--- src/rtl/olist_pkg.sv ---
// ----------------------------------------------------------------------------
// olist_pkg
// Shared widths, command codes and status codes of the ordered list engine.
// ----------------------------------------------------------------------------
package olist_pkg;

  localparam int unsigned DEFAULT_CAPACITY = 16;

  localparam int unsigned CMD_W   = 4;
  localparam int unsigned VALUE_W = 32;
  localparam int unsigned POS_W   = 8;
  localparam int unsigned COUNT_W = 9;
  localparam int unsigned STAT_W  = 3;

  typedef enum logic [CMD_W-1:0] {
    CMD_PUSH_FRONT = 4'd0,
    CMD_PUSH_BACK  = 4'd1,
    CMD_POP_FRONT  = 4'd2,
    CMD_POP_BACK   = 4'd3,
    CMD_INSERT     = 4'd4,
    CMD_REMOVE     = 4'd5,
    CMD_FIND       = 4'd6,
    CMD_CLEAR      = 4'd7,
    CMD_READ_ENDS  = 4'd8
  } cmd_e;

  typedef enum logic [STAT_W-1:0] {
    STAT_OK       = 3'd0,
    STAT_EMPTY    = 3'd1,
    STAT_FULL     = 3'd2,
    STAT_RANGE    = 3'd3,
    STAT_NOTFOUND = 3'd4
  } status_e;

endpackage

--- src/rtl/olist_if.sv ---
// ----------------------------------------------------------------------------
// olist_if
// Valid/ready channels of the ordered list engine: command and result.
// ----------------------------------------------------------------------------
interface olist_req_if;
  import olist_pkg::*;

  logic                      valid;
  logic                      ready;
  logic [CMD_W-1:0]          cmd;
  logic signed [VALUE_W-1:0] value;
  logic [POS_W-1:0]          position;

  modport source (output valid, cmd, value, position, input ready);
  modport sink   (input valid, cmd, value, position, output ready);
endinterface

interface olist_rsp_if;
  import olist_pkg::*;

  logic                      valid;
  logic                      ready;
  logic signed [VALUE_W-1:0] result_value;
  logic signed [VALUE_W-1:0] back_value;
  logic [COUNT_W-1:0]        found_index;
  logic [STAT_W-1:0]         status;
  logic [COUNT_W-1:0]        count;

  modport source (output valid, result_value, back_value, found_index, status, count,
                  input ready);
  modport sink   (input valid, result_value, back_value, found_index, status, count,
                  output ready);
endinterface

--- src/rtl/ordered_list_engine.sv ---
// ----------------------------------------------------------------------------
// ordered_list_engine
// Bounded ordered list of signed 32-bit values with push, pop, insert,
// remove, find, clear and end reads.
// ----------------------------------------------------------------------------
// Usage: one command is taken on req_i per transfer (valid and ready high);
// every command gives exactly one result on rsp_o. req_i.ready is high only
// while the engine is idle, so commands are worked on one at a time.
// Entries sit in a single-port-write, single-port-read memory with a
// registered read; all data movement goes through that one port pair.
// Command flow: clear, failed commands and unused codes go straight to the
// finish step; push/insert shift the entries from the position on up one
// slot, then write the new value; pop/remove read the entry, then shift the
// entries behind it down one slot; find compares entries from index 0 until
// a hit or the last entry; read_ends reads the first and the last entry.
// Shifts and find move one entry per cycle, each as a single
// walk through the memory port. The next command is taken once the result
// is in the output register, even if the receiver has not yet taken it; a
// finished command waits while that register is still occupied.
// Reset empties the list at once (the count goes to zero, no memory sweep).
// ----------------------------------------------------------------------------
module ordered_list_engine #(
  parameter int unsigned CAPACITY = olist_pkg::DEFAULT_CAPACITY
) (
  input  logic        clk_i,
  input  logic        rst_ni,
  olist_req_if.sink   req_i,
  olist_rsp_if.source rsp_o
);
  import olist_pkg::*;

  localparam int unsigned IDX_W = $clog2(CAPACITY);
  localparam int unsigned CNT_W = $clog2(CAPACITY + 1);

  typedef enum logic [3:0] {
    S_IDLE,
    S_SHIFT,
    S_DRAIN,
    S_INS_WR,
    S_TAKE_RD,
    S_TAKE_CAP,
    S_FIND,
    S_FIND_LAST,
    S_ENDS_A,
    S_ENDS_B,
    S_ENDS_C,
    S_FINISH
  } state_e;

  state_e              state_q;
  cmd_e                cmd_q;
  logic [VALUE_W-1:0]  val_q;
  logic [CNT_W-1:0]    cnt_q;
  logic [IDX_W-1:0]    idx_q;
  logic [IDX_W-1:0]    tpos_q;
  logic [IDX_W-1:0]    pend_addr_q;
  logic                pend_q;
  logic                dir_up_q;

  logic [VALUE_W-1:0]  res_val_q;
  logic [VALUE_W-1:0]  res_back_q;
  logic [COUNT_W-1:0]  res_fi_q;
  status_e             res_st_q;

  logic                out_valid_q;
  logic [VALUE_W-1:0]  out_val_q;
  logic [VALUE_W-1:0]  out_back_q;
  logic [COUNT_W-1:0]  out_fi_q;
  status_e             out_st_q;
  logic [COUNT_W-1:0]  out_cnt_q;

  logic [VALUE_W-1:0]  mem [CAPACITY];
  logic [VALUE_W-1:0]  rd_q;
  logic [IDX_W-1:0]    raddr;
  logic [IDX_W-1:0]    waddr;
  logic [VALUE_W-1:0]  wdata;
  logic                we;

  cmd_e                req_cmd;
  logic                full;
  logic                empty;
  logic [IDX_W-1:0]    ins_pos;
  logic [IDX_W-1:0]    last_idx;
  logic                pos_in_range;
  logic                shift_last;

  assign req_cmd      = cmd_e'(req_i.cmd);
  assign full         = (cnt_q == CNT_W'(CAPACITY));
  assign empty        = (cnt_q == '0);
  assign last_idx     = IDX_W'(cnt_q - CNT_W'(1));
  assign pos_in_range = (COUNT_W'(req_i.position) < COUNT_W'(cnt_q));
  assign shift_last   = dir_up_q ? (idx_q == tpos_q) : (idx_q == last_idx);

  always_comb begin
    case (req_cmd)
      CMD_PUSH_FRONT: ins_pos = '0;
      CMD_PUSH_BACK:  ins_pos = IDX_W'(cnt_q);
      default: begin
        ins_pos = pos_in_range ? IDX_W'(req_i.position) : IDX_W'(cnt_q);
      end
    endcase
  end

  // memory port control
  always_comb begin
    raddr = idx_q;
    we    = 1'b0;
    waddr = pend_addr_q;
    wdata = rd_q;
    case (state_q)
      S_SHIFT:   we = pend_q;
      S_DRAIN:   we = 1'b1;
      S_INS_WR: begin
        we    = 1'b1;
        waddr = tpos_q;
        wdata = val_q;
      end
      S_TAKE_RD: raddr = tpos_q;
      S_ENDS_A:  raddr = '0;
      S_ENDS_B:  raddr = last_idx;
      default:   raddr = idx_q;
    endcase
  end

  always_ff @(posedge clk_i) begin
    if (we) begin
      mem[waddr] <= wdata;
    end
    rd_q <= mem[raddr];
  end

  always_ff @(posedge clk_i or negedge rst_ni) begin
    if (!rst_ni) begin
      state_q     <= S_IDLE;
      cmd_q       <= CMD_CLEAR;
      val_q       <= '0;
      cnt_q       <= '0;
      idx_q       <= '0;
      tpos_q      <= '0;
      pend_addr_q <= '0;
      pend_q      <= 1'b0;
      dir_up_q    <= 1'b0;
      res_val_q   <= '0;
      res_back_q  <= '0;
      res_fi_q    <= '0;
      res_st_q    <= STAT_OK;
      out_valid_q <= 1'b0;
      out_val_q   <= '0;
      out_back_q  <= '0;
      out_fi_q    <= '0;
      out_st_q    <= STAT_OK;
      out_cnt_q   <= '0;
    end else begin
      // the finish step reloads the output register itself
      if (out_valid_q && rsp_o.ready && (state_q != S_FINISH)) begin
        out_valid_q <= 1'b0;
      end

      case (state_q)
        S_IDLE: begin
          if (req_i.valid) begin
            cmd_q      <= req_cmd;
            val_q      <= req_i.value;
            res_val_q  <= '0;
            res_back_q <= '0;
            res_fi_q   <= (req_cmd == CMD_FIND) ? COUNT_W'(cnt_q) : '0;
            pend_q     <= 1'b0;
            case (req_cmd)
              CMD_PUSH_FRONT, CMD_PUSH_BACK, CMD_INSERT: begin
                if (full) begin
                  res_st_q <= STAT_FULL;
                  state_q  <= S_FINISH;
                end else begin
                  res_st_q <= STAT_OK;
                  tpos_q   <= ins_pos;
                  idx_q    <= last_idx;
                  dir_up_q <= 1'b1;
                  state_q  <= (CNT_W'(ins_pos) == cnt_q) ? S_INS_WR : S_SHIFT;
                end
              end
              CMD_POP_FRONT, CMD_POP_BACK: begin
                if (empty) begin
                  res_st_q <= STAT_EMPTY;
                  state_q  <= S_FINISH;
                end else begin
                  res_st_q <= STAT_OK;
                  tpos_q   <= (req_cmd == CMD_POP_FRONT) ? '0 : last_idx;
                  state_q  <= S_TAKE_RD;
                end
              end
              CMD_REMOVE: begin
                if (!pos_in_range) begin
                  res_st_q <= STAT_RANGE;
                  state_q  <= S_FINISH;
                end else begin
                  res_st_q <= STAT_OK;
                  tpos_q   <= IDX_W'(req_i.position);
                  state_q  <= S_TAKE_RD;
                end
              end
              CMD_FIND: begin
                res_st_q <= STAT_NOTFOUND;
                idx_q    <= '0;
                if (empty) begin
                  state_q <= S_FINISH;
                end else begin
                  state_q <= S_FIND;
                end
              end
              CMD_CLEAR: begin
                res_st_q <= STAT_OK;
                cnt_q    <= '0;
                state_q  <= S_FINISH;
              end
              CMD_READ_ENDS: begin
                if (empty) begin
                  res_st_q <= STAT_EMPTY;
                  state_q  <= S_FINISH;
                end else begin
                  res_st_q <= STAT_OK;
                  state_q  <= S_ENDS_A;
                end
              end
              default: begin
                res_st_q <= STAT_OK;
                state_q  <= S_FINISH;
              end
            endcase
          end
        end

        // one entry read per cycle, written one slot over in the next cycle
        S_SHIFT: begin
          pend_q      <= 1'b1;
          pend_addr_q <= dir_up_q ? IDX_W'(idx_q + 1'b1) : IDX_W'(idx_q - 1'b1);
          if (shift_last) begin
            state_q <= S_DRAIN;
          end else begin
            idx_q <= dir_up_q ? IDX_W'(idx_q - 1'b1) : IDX_W'(idx_q + 1'b1);
          end
        end

        S_DRAIN: begin
          pend_q <= 1'b0;
          if (dir_up_q) begin
            state_q <= S_INS_WR;
          end else begin
            cnt_q   <= cnt_q - CNT_W'(1);
            state_q <= S_FINISH;
          end
        end

        S_INS_WR: begin
          cnt_q   <= cnt_q + CNT_W'(1);
          state_q <= S_FINISH;
        end

        S_TAKE_RD: begin
          state_q <= S_TAKE_CAP;
        end

        S_TAKE_CAP: begin
          if (cmd_q != CMD_REMOVE) begin
            res_val_q <= rd_q;
          end
          if (tpos_q != last_idx) begin
            idx_q    <= IDX_W'(tpos_q + 1'b1);
            dir_up_q <= 1'b0;
            state_q  <= S_SHIFT;
          end else begin
            cnt_q   <= cnt_q - CNT_W'(1);
            state_q <= S_FINISH;
          end
        end

        // read ahead while comparing the word fetched in the previous cycle
        S_FIND: begin
          pend_addr_q <= idx_q;
          if (pend_q && (rd_q == val_q)) begin
            res_fi_q <= COUNT_W'(pend_addr_q);
            res_st_q <= STAT_OK;
            pend_q   <= 1'b0;
            state_q  <= S_FINISH;
          end else begin
            pend_q <= 1'b1;
            if (idx_q == last_idx) begin
              state_q <= S_FIND_LAST;
            end else begin
              idx_q <= IDX_W'(idx_q + 1'b1);
            end
          end
        end

        S_FIND_LAST: begin
          pend_q <= 1'b0;
          if (rd_q == val_q) begin
            res_fi_q <= COUNT_W'(pend_addr_q);
            res_st_q <= STAT_OK;
          end
          state_q <= S_FINISH;
        end

        S_ENDS_A: begin
          state_q <= S_ENDS_B;
        end

        S_ENDS_B: begin
          res_val_q <= rd_q;
          state_q   <= S_ENDS_C;
        end

        S_ENDS_C: begin
          res_back_q <= rd_q;
          state_q    <= S_FINISH;
        end

        S_FINISH: begin
          if (!out_valid_q || rsp_o.ready) begin
            out_valid_q <= 1'b1;
            out_val_q   <= res_val_q;
            out_back_q  <= res_back_q;
            out_fi_q    <= res_fi_q;
            out_st_q    <= res_st_q;
            out_cnt_q   <= COUNT_W'(cnt_q);
            state_q     <= S_IDLE;
          end
        end

        default: begin
          state_q <= S_IDLE;
        end
      endcase
    end
  end

  assign req_i.ready        = (state_q == S_IDLE);
  assign rsp_o.valid        = out_valid_q;
  assign rsp_o.result_value = out_val_q;
  assign rsp_o.back_value   = out_back_q;
  assign rsp_o.found_index  = out_fi_q;
  assign rsp_o.status       = out_st_q;
  assign rsp_o.count        = out_cnt_q;

  a_cnt_bound: assert property (@(posedge clk_i) disable iff (!rst_ni)
    cnt_q <= CNT_W'(CAPACITY))
    else $error("entry count above capacity");

  a_pend_in_walk: assert property (@(posedge clk_i) disable iff (!rst_ni)
    pend_q |-> (state_q == S_SHIFT || state_q == S_DRAIN ||
                state_q == S_FIND || state_q == S_FIND_LAST))
    else $error("pending memory word outside a walk");

  a_clear_empties: assert property (@(posedge clk_i) disable iff (!rst_ni)
    (req_i.valid && req_i.ready && req_cmd == CMD_CLEAR) |=> (cnt_q == '0))
    else $error("clear left entries");

  a_full_count: assert property (@(posedge clk_i) disable iff (!rst_ni)
    (out_valid_q && out_st_q == STAT_FULL) |-> (out_cnt_q == COUNT_W'(CAPACITY)))
    else $error("full status with free room");

  a_empty_count: assert property (@(posedge clk_i) disable iff (!rst_ni)
    (out_valid_q && out_st_q == STAT_EMPTY) |-> (out_cnt_q == '0))
    else $error("empty status with entries present");

endmodule
--- src/flat_wrapper.sv ---
// flat-port wrapper written by rule: the top's interface ports become plain ports
module ordered_list_engine_flat import olist_pkg::*;
#(
  parameter int unsigned CAPACITY = olist_pkg::DEFAULT_CAPACITY
)
  (clk_i, rst_ni, req_i_valid, req_i_cmd, req_i_value, req_i_position, req_i_ready, rsp_o_valid, rsp_o_result_value, rsp_o_back_value, rsp_o_found_index, rsp_o_status, rsp_o_count, rsp_o_ready);
  olist_req_if req_i_i ();
  olist_rsp_if rsp_o_i ();
  input  logic clk_i;
  input  logic rst_ni;
  input wire logic [$bits(req_i_i.valid)-1:0] req_i_valid;
  input wire logic [$bits(req_i_i.cmd)-1:0] req_i_cmd;
  input wire logic [$bits(req_i_i.value)-1:0] req_i_value;
  input wire logic [$bits(req_i_i.position)-1:0] req_i_position;
  output wire logic [$bits(req_i_i.ready)-1:0] req_i_ready;
  output wire logic [$bits(rsp_o_i.valid)-1:0] rsp_o_valid;
  output wire logic [$bits(rsp_o_i.result_value)-1:0] rsp_o_result_value;
  output wire logic [$bits(rsp_o_i.back_value)-1:0] rsp_o_back_value;
  output wire logic [$bits(rsp_o_i.found_index)-1:0] rsp_o_found_index;
  output wire logic [$bits(rsp_o_i.status)-1:0] rsp_o_status;
  output wire logic [$bits(rsp_o_i.count)-1:0] rsp_o_count;
  input wire logic [$bits(rsp_o_i.ready)-1:0] rsp_o_ready;
  assign req_i_i.valid = req_i_valid;
  assign req_i_i.cmd = req_i_cmd;
  assign req_i_i.value = req_i_value;
  assign req_i_i.position = req_i_position;
  assign req_i_ready = req_i_i.ready;
  assign rsp_o_valid = rsp_o_i.valid;
  assign rsp_o_result_value = rsp_o_i.result_value;
  assign rsp_o_back_value = rsp_o_i.back_value;
  assign rsp_o_found_index = rsp_o_i.found_index;
  assign rsp_o_status = rsp_o_i.status;
  assign rsp_o_count = rsp_o_i.count;
  assign rsp_o_i.ready = rsp_o_ready;
  ordered_list_engine #(.CAPACITY(CAPACITY)) u_core (.clk_i(clk_i), .rst_ni(rst_ni), .req_i(req_i_i), .rsp_o(rsp_o_i));
endmodule
--- config.mk ---
export PLATFORM = sky130hd
export DESIGN_NAME = ordered_list_engine_flat
export DESIGN_NICKNAME = d
export VERILOG_FILES = /design/src/rtl/olist_pkg.sv /design/src/rtl/olist_if.sv /design/src/rtl/ordered_list_engine.sv /design/src/flat_wrapper.sv
export SDC_FILE = /design/constraint.sdc
export NUM_CORES = 1
export LEC_CHECK = 0
export ABC_AREA = 1
export CORE_AREA = 2 2 265 267
export CTS_CLUSTER_DIAMETER = 80
export DETAILED_ROUTE_END_ITERATION = 16
export DIE_AREA = 0 0 267 269
export DONT_BUFFER_PORTS = 1
export PLACE_DENSITY = 0.63
export SETUP_SLACK_MARGIN = 0.3
export SLEW_MARGIN = 20
export SYNTH_ARGS = -nofsm -noshare
export SYNTH_HDL_FRONTEND = slang
export SYNTH_SLANG_ARGS = --single-unit
--- constraint.sdc ---
create_clock -name clk_i -period 4 [get_ports clk_i]
set_input_delay 0.6 -clock clk_i [delete_from_list [all_inputs] [get_ports clk_i]]
set_output_delay 0.6 -clock clk_i [all_outputs]
set_load 0.005 [all_outputs]
==> results of run 1 <==
==> cells in the mapped netlist (3+ instances only) <==
cell and count:
or2_2 6, nand4_1 16, nand3_1 103, edfxtp_1 512
nor2_1 76, o21ai_0 255, inv_1 411, xnor2_1 24
nor3_1 7, o211ai_1 133, nand2_1 388, nor2_2 5
xor2_1 6, clkbuf_1 78, o221ai_1 5, clkinv_1 3
o21ai_1 147, o2111ai_1 8, inv_2 11, mux2_2 34
buf_1 5, ha_1 9, buf_2 68, o22ai_1 75
dfxtp_1 32, a22oi_1 7, dfstp_2 3, a21oi_1 152
buf_4 11, dfrtp_1 206
==> report_power, final <==
part           leakage, nW  switching (W)  total [W]  internal [W]
Sequential            7.59        0.00107     0.0124        0.0113
Combinational         5.18        0.00932     0.0134       0.00412
Clock                 1.14        0.00285    0.00669       0.00384
Total                 13.9         0.0132     0.0325        0.0193
==> metal layers <==
metal | part of all wire [%] | global-route usage (%) | vias up
met1 | 45 | 30.70 | 10057
met3 | 7.1 | 3.708 | 91
met5 | 0.015 | 0 | -
met4 | 1.8 | 5.937 | 2
li1 | - | - | 9826
met2 | 46 | 34.57 | 662
==> registers in the layout (all words and copies together) (netlist names), 4 cells and up <==
register,flops
u_core.res_fi_q,5
u_core.res_back_q,32
u_core.pend_addr_q,4
u_core.cnt_q,5
u_core.cmd_q,4
u_core.rsp_o.result_value,32
u_core.rsp_o.back_value,32
u_core.rd_q,32
u_core.res_val_q,32
u_core.rsp_o.found_index,5
u_core.rsp_o.count,5
u_core.idx_q,4
u_core.state_q,4
u_core.val_q,32
u_core.tpos_q,4
u_core.mem,512
==> stage by stage <==
step / setup WS, ns / total power [W] / utilization (%) / hold slack [ns]
2_1_floorplan: 0.6788 / 0.02082 / - / 0.3044
3_3_place_gp: 0.5039 / 0.02550 / 47.51 / 0.3096
3_5_place_dp: 0.4610 / 0.02585 / 47.51 / 0.3100
4_1_cts: 0.4574 / 0.03258 / 50.87 / -0.3361
5_1_grt: 0.3611 / 0.03455 / 50.93 / -0.3178
6_report: 0.5391 / 0.03249 / 50.93 / -0.3095
==> critical path: stages (launching register included) <==
cell and delay, ns:
dfrtp_1 0.71, clkinvlp_4 0.17, buf_4 0.19, ha_1 0.39, o22ai_1 0.28, a21oi_4 0.11, inv_2 0.46, buf_12 0.29
o21ai_1 0.10, o211ai_1 0.45, nand2_1 0.12
==> cells in the final DEF, fill, tap and decap left out, types with 89 or more instances in the layout <==
cell type    n
inv_1      410
o211ai_1   133
buf_4       89
nand2_1    386
nand3_1    103
o21ai_1    150
o21ai_0    251
a21oi_1    150
dfrtp_1    206
edfxtp_1   512
==> worst max path at each step <==
stage                        end  slack (ns)
2_1_floorplan  u_core.mem[13][0]        0.68
3_3_place_gp     u_core.rd_q[25]        0.50
3_5_place_dp     u_core.rd_q[28]        0.46
4_1_cts          u_core.rd_q[28]        0.46
5_1_grt          u_core.rd_q[25]        0.36
6_report         u_core.rd_q[24]        0.54
==> cell type report <==
class	count	area share [%]
Tap cell	940	3.332
Sequential cell	753	60.20
Timing Repair Buffer	102	2.630
Clock inverter	23	0.4502
Multi-Input combinational cell	1484	22.69
Inverter	425	4.530
Antenna cell	1	0.007090
Clock buffer	105	6.154
==> kinds of logic (layout without fill, tap and decap cells) <==
group / count (synthesis) / after routing
AOI/OAI and AO/OA: 795 / 795
xor gates and xnor gates: 30 / 30
adders and majority gates: 9 / 9
buffers and inverters: 587 / 655
DFF: 753 / 753
muxes: 34 / 34
other: 1 / 9
and+or+nand+nor: 608 / 608
==> repair_timing <==
action,CTS,global route
resized for setup,0,1
hold endpoints to repair,209,209
buffers inserted,0,4
endpoints found under the setup margin,0,5
==> impl_metrics.toml, run 1 <==
[sta]
hold_ws_ns = -0.3095
setup_tns_ns = 0
finClkSkew_ns = 0.02456
rsz0062_at_grt = "no"
drv_slew = 0
max_clock_freq_mhz = 288.9
hold_violations = 209
relSlewSlack_pct = 29.77
worst_pin_slew_ns = 1.053
finalSetupViolations = 0
timing.final.crit_share_pct = 86.52
post-route-min-period_ns = 3.461

[setup_path]
reg2regPathDepth = 10
startpoint = "u_core.cnt_q[0]"
rrSetupSlack_ns = 0.54
cp-start-kind = "register"
cp-end-kind = "register"
arrival_ns = 3.94
r2r-start = "u_core.cnt_q[0]"
critPathKind = "register to register"
reg2reg_to = "u_core.rd_q[24]"
cp_max_fo = 39
crit_required_ns = 4.48

[cts]
clkTransAtPathRegs_ns = 0.06
cts_tree = "done"
clk_latency_ns = 0.61
clockBufferDepth = 3
cts_sinks = 753
cts-root-buf = "clkbuf_16"
cts_buffers = 74
cts_max_level = 3

[global_routing]
grt_overflow_total = 0
grt_pass1_vias = 19684
antenna_found_initial = 2
grt_max_degree = 210
grtUsageTotal_pct = 21.65
grt_pass1_wl_um = 118500

[synth]
ys_seq_area_share_pct = 67.70
syn_area_per_cell_um2 = 11.14
syn_area_um2 = 31390
synthMuxAreaShare_pct = 1.220
ys.flop_type = "edfxtp_1"
synth_cell_type_count = 46
synth_xor_area_share_pct = 0.8372
synth_top_family_by_area = "compound AO/OA/AOI/OAI gates"
synthArstFlopShare_pct = 27.76
synth_compound_area_share_pct = 14.40
synth_edf_count = 512
synth_fa_ha_area_share_pct = 0.3588
synthCells = 2817
synth_seq_cells = 753
ys_warn_count = 0
synth_area_leaders = "edfxtp_1, dfrtp_1, inv_1"
yosys.area.top_type = "edfxtp_1"
synth.top_cell.area_share_pct = 48.99
synthSimpleGateAreaFrac_pct = 8.049

[die]
fp.dieW_um = 267
coreArea_um2 = 69300
die_h_um = 269
dieArea_um2 = 71820
initial_core_util_pct = 45.29
rows = 97
num_io_pins = 135

[placement]
gp_congestion = 0.8988
dp_hpwl_um = 51210
placed_area_um2 = 32930
port_buffers = 0
placed_cells = 3700

[detailed_routing]
drt-total-wl_um = 77880
vias_per_cell = 5.384
first_iter_violations = 2129
vias = 20638
wl_per_cell_um = 20.32
ant_nets = 0
drtPass1Iterations = 6
drc = 0

[job]
maxCapViolCount = 0

[cells_and_area]
nNetsFinal = 2897
stdcell_area_um2 = 35300
ff_latch_area_um2 = 21250
fillers = 5945
areaGrowthSynthToFinish_pct = 12.46
layout-drive-gt1-share_pct = 10.30
fin_cells = 3833
multi_input_area_um2 = 8010

[hold_path]
worstHoldPathType = "input pin to async pin"

[outcome]
status = "finished with violations"
violations = "negative hold slack"

[power_and_ir_drop]
powerDensity_nw_per_um2 = 920.4
power.leakage_nw = 13.92
ir_worst_vdd_mv = 0.6857
Note: power is estimated with default switching activity, not from simulation.
==> inputs of run 2 (changes only) <==
==> constraint.sdc (replaced) <==
create_clock -name clk_i -period 4.4 [get_ports clk_i]
set_input_delay 0.66 -clock clk_i [delete_from_list [all_inputs] [get_ports clk_i]]
set_output_delay 0.66 -clock clk_i [all_outputs]
set_load 0.005 [all_outputs]
==> run 2 against run 1 <==
The run still ends with negative hold slack left. Die area is the same. Clock skew decreased by 0.0078 ns. Register-to-register slack improved by 0.30 ns. Wire length decreased by 2.4%. Cell area hardly changed. Flip-flop and latch count is the same. Via count down 1.5%. First-iteration DRC count down 9.3%. Critical path depth did not move. Sequential power shrank 9.7%. Worst hold slack better by 0.046 ns.
==> impl_metrics.toml, run 2 (synthesis results as in run 1) <==
[outcome]
status = "finished with violations"
violations = "negative hold slack"

[sta]
rsz0062_at_grt = "no"
max_clock_freq_mhz = 280.5
layout_setup_ws_ns = 0.8343
hold_violations = 209
post-route-min-period_ns = 3.566
worst_pin_slew_ns = 1.035
hold_ws_ns = -0.2638
drv_slew = 0
finalSetupViolations = 0
setup_tns_ns = 0
finClkSkew_ns = 0.01675
timing.final.crit_share_pct = 81.04
relSlewSlack_pct = 31.00

[global_routing]
antenna_found_initial = 3
grtUsageTotal_pct = 21.17
grt_pass1_wl_um = 115200
grt_overflow_total = 0
grt_pass1_vias = 19071
grt_max_degree = 210

[cts]
cts_buffers = 74
clk_latency_ns = 0.62
cts-root-buf = "clkbuf_16"
cts_sinks = 753
clkTransAtPathRegs_ns = 0.06
cts_resized = 0
clockBufferDepth = 3
cts_setup_buffers = 0
cts_max_level = 3
cts_tree = "done"

[detailed_routing]
first_iter_violations = 1930
vias = 20329
wl_per_cell_um = 19.89
drt-total-wl_um = 75990
drtPass1Iterations = 6
ant_nets = 0
drc = 0
vias_per_cell = 5.320

[cells_and_area]
ff_latch_area_um2 = 21250
fillers = 6006
layout-drive-gt1-share_pct = 9.688
areaGrowthSynthToFinish_pct = 12.48
largest_register_ffs = 512
layout_commonest_cell = "edfxtp_1"
final_cell_mix = "edfxtp_1, inv_1, nand2_1"
multi_input_area_um2 = 8018
nNetsFinal = 2877
largest-register = "u_core.mem"

[power_and_ir_drop]
power_frac_clock_pct = 21.2
p_int_w = 0.01753
power.leakage_nw = 13.87
switching_share_pct = 40.81
net-switching-power_w = 0.01209
ir_worst_vdd_mv = 0.6616
p_comb_share_pct = 40.9
post-layout-total-power_w = 0.02962
powerDensity_nw_per_um2 = 838.9
pwr-share-seq_pct = 37.9

[die]
die_h_um = 269
fp.dieW_um = 267
rows = 97
num_io_pins = 135
dieArea_um2 = 71820
initial_core_util_pct = 45.29
coreArea_um2 = 69300

[setup_path]
arrival_ns = 4.05
cp-start-kind = "register"
cp_max_fo = 140
critPathKind = "register to register"
cp-end-kind = "register"
crit_required_ns = 4.89

[placement]
dp_hpwl_um = 50940
port_buffers = 0
pre_cts_ws_ns = 0.8935
gp_congestion = 0.9100

[job]
maxCapViolCount = 0

[hold_path]
worstHoldPathType = "input pin to async pin"
==> run 2: power groups by stage <==
stage	clock, W	sequential [W]	combinational [W]
after global placement	0	0.0113	0.0118
after detailed placement	0	0.0114	0.0120
after global routing	0.00669	0.0114	0.0134
after CTS	0.00642	0.0112	0.0121
final	0.00629	0.0112	0.0121
after floorplan	0	0.0110	0.00791
==> run 2: per-stage QoR <==
stage	instance area [um^2]	util (%)	instances
2_1_floorplan	31410	-	2824
3_3_place_gp	32870	47.43	3684
3_5_place_dp	32870	47.43	3684
4_1_cts	35290	50.92	3820
5_1_grt	35300	50.94	3820
6_report	35300	50.94	3821
==> run 2: metal layers <==
metal | routed length, um | global-route usage, % | up-vias | part of all wire, %
met5 | 37 | 0 | - | 0.049
met4 | 2329 | 8.002 | 6 | 3.1
met3 | 5300 | 4.301 | 127 | 7.0
met2 | 34140 | 32.59 | 606 | 45
met1 | 34180 | 29.73 | 9800 | 45
li1 | - | - | 9790 | -
==> run 2: worst paths after layout <==
check,start,to,slack (ns),cells after the start
worst min-delay path,rst_ni,u_core.tpos_q[2],-0.26,0
max in group asynchronous,rst_ni,u_core.res_back_q[24],4.36,0
worst max-delay path,u_core.cnt_q[0],u_core.rd_q[29],0.83,10
worst min register to register,u_core.res_fi_q[1],u_core.res_fi_q[1],0.48,2
min in group clk_i,req_i_value[10],u_core.val_q[10],0.18,1
worst max register to register,u_core.cnt_q[0],u_core.rd_q[29],0.83,10
==> run 2: final cells by class <==
cell class                      instances  share of cell area (%)
Clock inverter                         35                  0.9002
Multi-Input combinational cell       1484                   22.71
Antenna cell                            1                0.007088
Inverter                              425                   4.519
Tap cell                              940                   3.332
Clock buffer                          101                   5.958
Sequential cell                       753                   60.19
Timing Repair Buffer                   82                   2.382
==> run 2: worst max-delay path: stages (launching register included) <==
cell and delay (ns):
dfrtp_1 0.62, inv_1 0.36, ha_1 0.54, o22ai_1 0.17, a21oi_4 0.19, buf_12 0.46, a21oi_1 0.07, o21ai_1 0.12
o21ai_0 0.25, o211ai_1 0.36, nand2_1 0.12
==> inputs of run 3 (changes only) <==
==> constraint.sdc (replaced) <==
create_clock -name clk_i -period 3.67 [get_ports clk_i]
set_input_delay 0.5505 -clock clk_i [delete_from_list [all_inputs] [get_ports clk_i]]
set_output_delay 0.5505 -clock clk_i [all_outputs]
set_load 0.005 [all_outputs]
==> run 3 against run 2 <==
The flow still finishes with violations (negative hold slack). Cell area up 0.19%. Flip-flop and latch count is the same. Cell count increased by 0.47%.
==> impl_metrics.toml, run 3 (synthesis results as in run 1) <==
[sta]
relSlewSlack_pct = 34.31
hold_violations = 209
timing.final.crit_share_pct = 84.54
finalSetupViolations = 0
max_clock_freq_mhz = 322.3
post-route-min-period_ns = 3.103
drv_slew = 0
rsz0062_at_grt = "no"
worst_pin_slew_ns = 0.9750
setup_tns_ns = 0
hold_ws_ns = -0.3790
finClkSkew_ns = 0.02170

[placement]
port_buffers = 0
dp_hpwl_um = 49010
gp_congestion = 0.8803

[power_and_ir_drop]
powerDensity_nw_per_um2 = 987.6
power.leakage_nw = 13.96
post-layout-total-power_w = 0.03493
ir_worst_vdd_mv = 0.6665

[cts]
clkTransAtPathRegs_ns = 0.06
cts_max_level = 3
clockBufferDepth = 3
clk_latency_ns = 0.62
cts_tree = "done"
cts_resized = 0
cts_sinks = 753
cts_buffers = 73
cts_setup_buffers = 0
cts-root-buf = "clkbuf_16"

[cells_and_area]
layout-drive-gt1-share_pct = 10.18
largest_register_ffs = 512
layout_commonest_cell = "edfxtp_1"
largest-register = "u_core.mem"
fillers = 5960
nNetsFinal = 2896
areaGrowthSynthToFinish_pct = 12.70
final_cell_mix = "edfxtp_1, inv_1, nand2_1"

[detailed_routing]
drc = 0
first_iter_violations = 1979
ant_nets = 0
drtPass1Iterations = 7
wl_per_cell_um = 20.66
drt-total-wl_um = 79320
vias_per_cell = 5.401
vias = 20733

[die]
fp.dieW_um = 267
coreArea_um2 = 69300
rows = 97
die_h_um = 269
num_io_pins = 135
dieArea_um2 = 71820
initial_core_util_pct = 45.29

[global_routing]
grt_max_degree = 210
grt_pass1_vias = 19474
antenna_found_initial = 4
grtUsageTotal_pct = 21.94
grt_overflow_total = 0
grt_pass1_wl_um = 118800

[setup_path]
cp-start-kind = "register"
critPathKind = "register to register"
arrival_ns = 3.60
cp-end-kind = "register"
cp_max_fo = 114
crit_required_ns = 4.16

[job]
maxCapViolCount = 0

[outcome]
violations = "negative hold slack"
status = "finished with violations"

[hold_path]
worstHoldPathType = "input pin to async pin"
-- run 3: changes by cell type in the layout (fill, tap and decap cells not counted), moves of 4 or more --
cell	change
buf_4	+19
o21ai_0	+6
clkbuf_8	+7
clkbuf_16	-4
clkinv_1	-10
clkbuf_1	+8
-- run 3: per-layer routing --
layer	routed length, um	share of wire [%]	track usage (%)
met5	25	0.032	0
met4	2070	2.6	7.136
met3	4965	6.3	3.644
met1	34220	43	29.52
met2	38040	48	36.44
-- run 3: area by class of cell --
type	instances	area (um^2)	area share (%)
multi-input cells	1484	8015	22.66
well taps	940	1176	3.325
clock inverters	22	205.2	0.5801
clock buffers	111	2122	5.999
inverters	425	1595	4.510
diodes	2	5.005	0.01415
repair buffers	102	1003	2.837
flip-flops and latches	753	21250	60.07
-- run 3: through the flow --
| stage | cells | setup slack (ns) | instance area (um^2) | hold WS (ns) | utilization, % |
|---|---|---|---|---|---|
| floorplan | 2824 | 0.3488 | 31410 | 0.2549 | - |
| global placement | 3704 | 0.6990 | 33030 | 0.2621 | 47.66 |
| detailed placement | 3704 | 0.6436 | 33030 | 0.2623 | 47.66 |
| CTS | 3837 | 0.6167 | 35360 | -0.3995 | 51.02 |
| global route | 3837 | 0.3210 | 35370 | -0.3932 | 51.03 |
| finish | 3839 | 0.5672 | 35370 | -0.3790 | 51.04 |
-- run 3: where the power goes --
| part | total [W] | switching [W] | internal, W |
|---|---|---|---|
| registers | 0.0135 | 0.00118 | 0.0123 |
| clock network | 0.00734 | 0.00317 | 0.00416 |
| logic | 0.0141 | 0.00967 | 0.00444 |
| total | 0.0349 | 0.0140 | 0.0209 |
-- run 3: critical path: stages (launching register included) --
cell and delay [ns]:
dfrtp_1 0.59, inv_1 0.31, ha_1 0.49, o22ai_1 0.17, a21oi_4 0.27, buf_12 0.44, a21oi_1 0.09, o21ai_1 0.10
o21ai_1 0.08, o211ai_1 0.21, nand2_1 0.09
-- run 3: final timing paths --
path	start	endpoint	slack [ns]	cells after the start
max	u_core.cnt_q[0]	u_core.rd_q[18]	0.57	10
min	rst_ni	u_core.tpos_q[0]	-0.38	0
max reg2reg	u_core.cnt_q[0]	u_core.rd_q[18]	0.57	10
min reg2reg	u_core.cmd_q[1]	u_core.cmd_q[1]	0.49	2
max in group asynchronous	rst_ni	u_core.val_q[19]	3.45	0
min in group clk_i	req_i_value[21]	u_core.val_q[21]	0.08	1
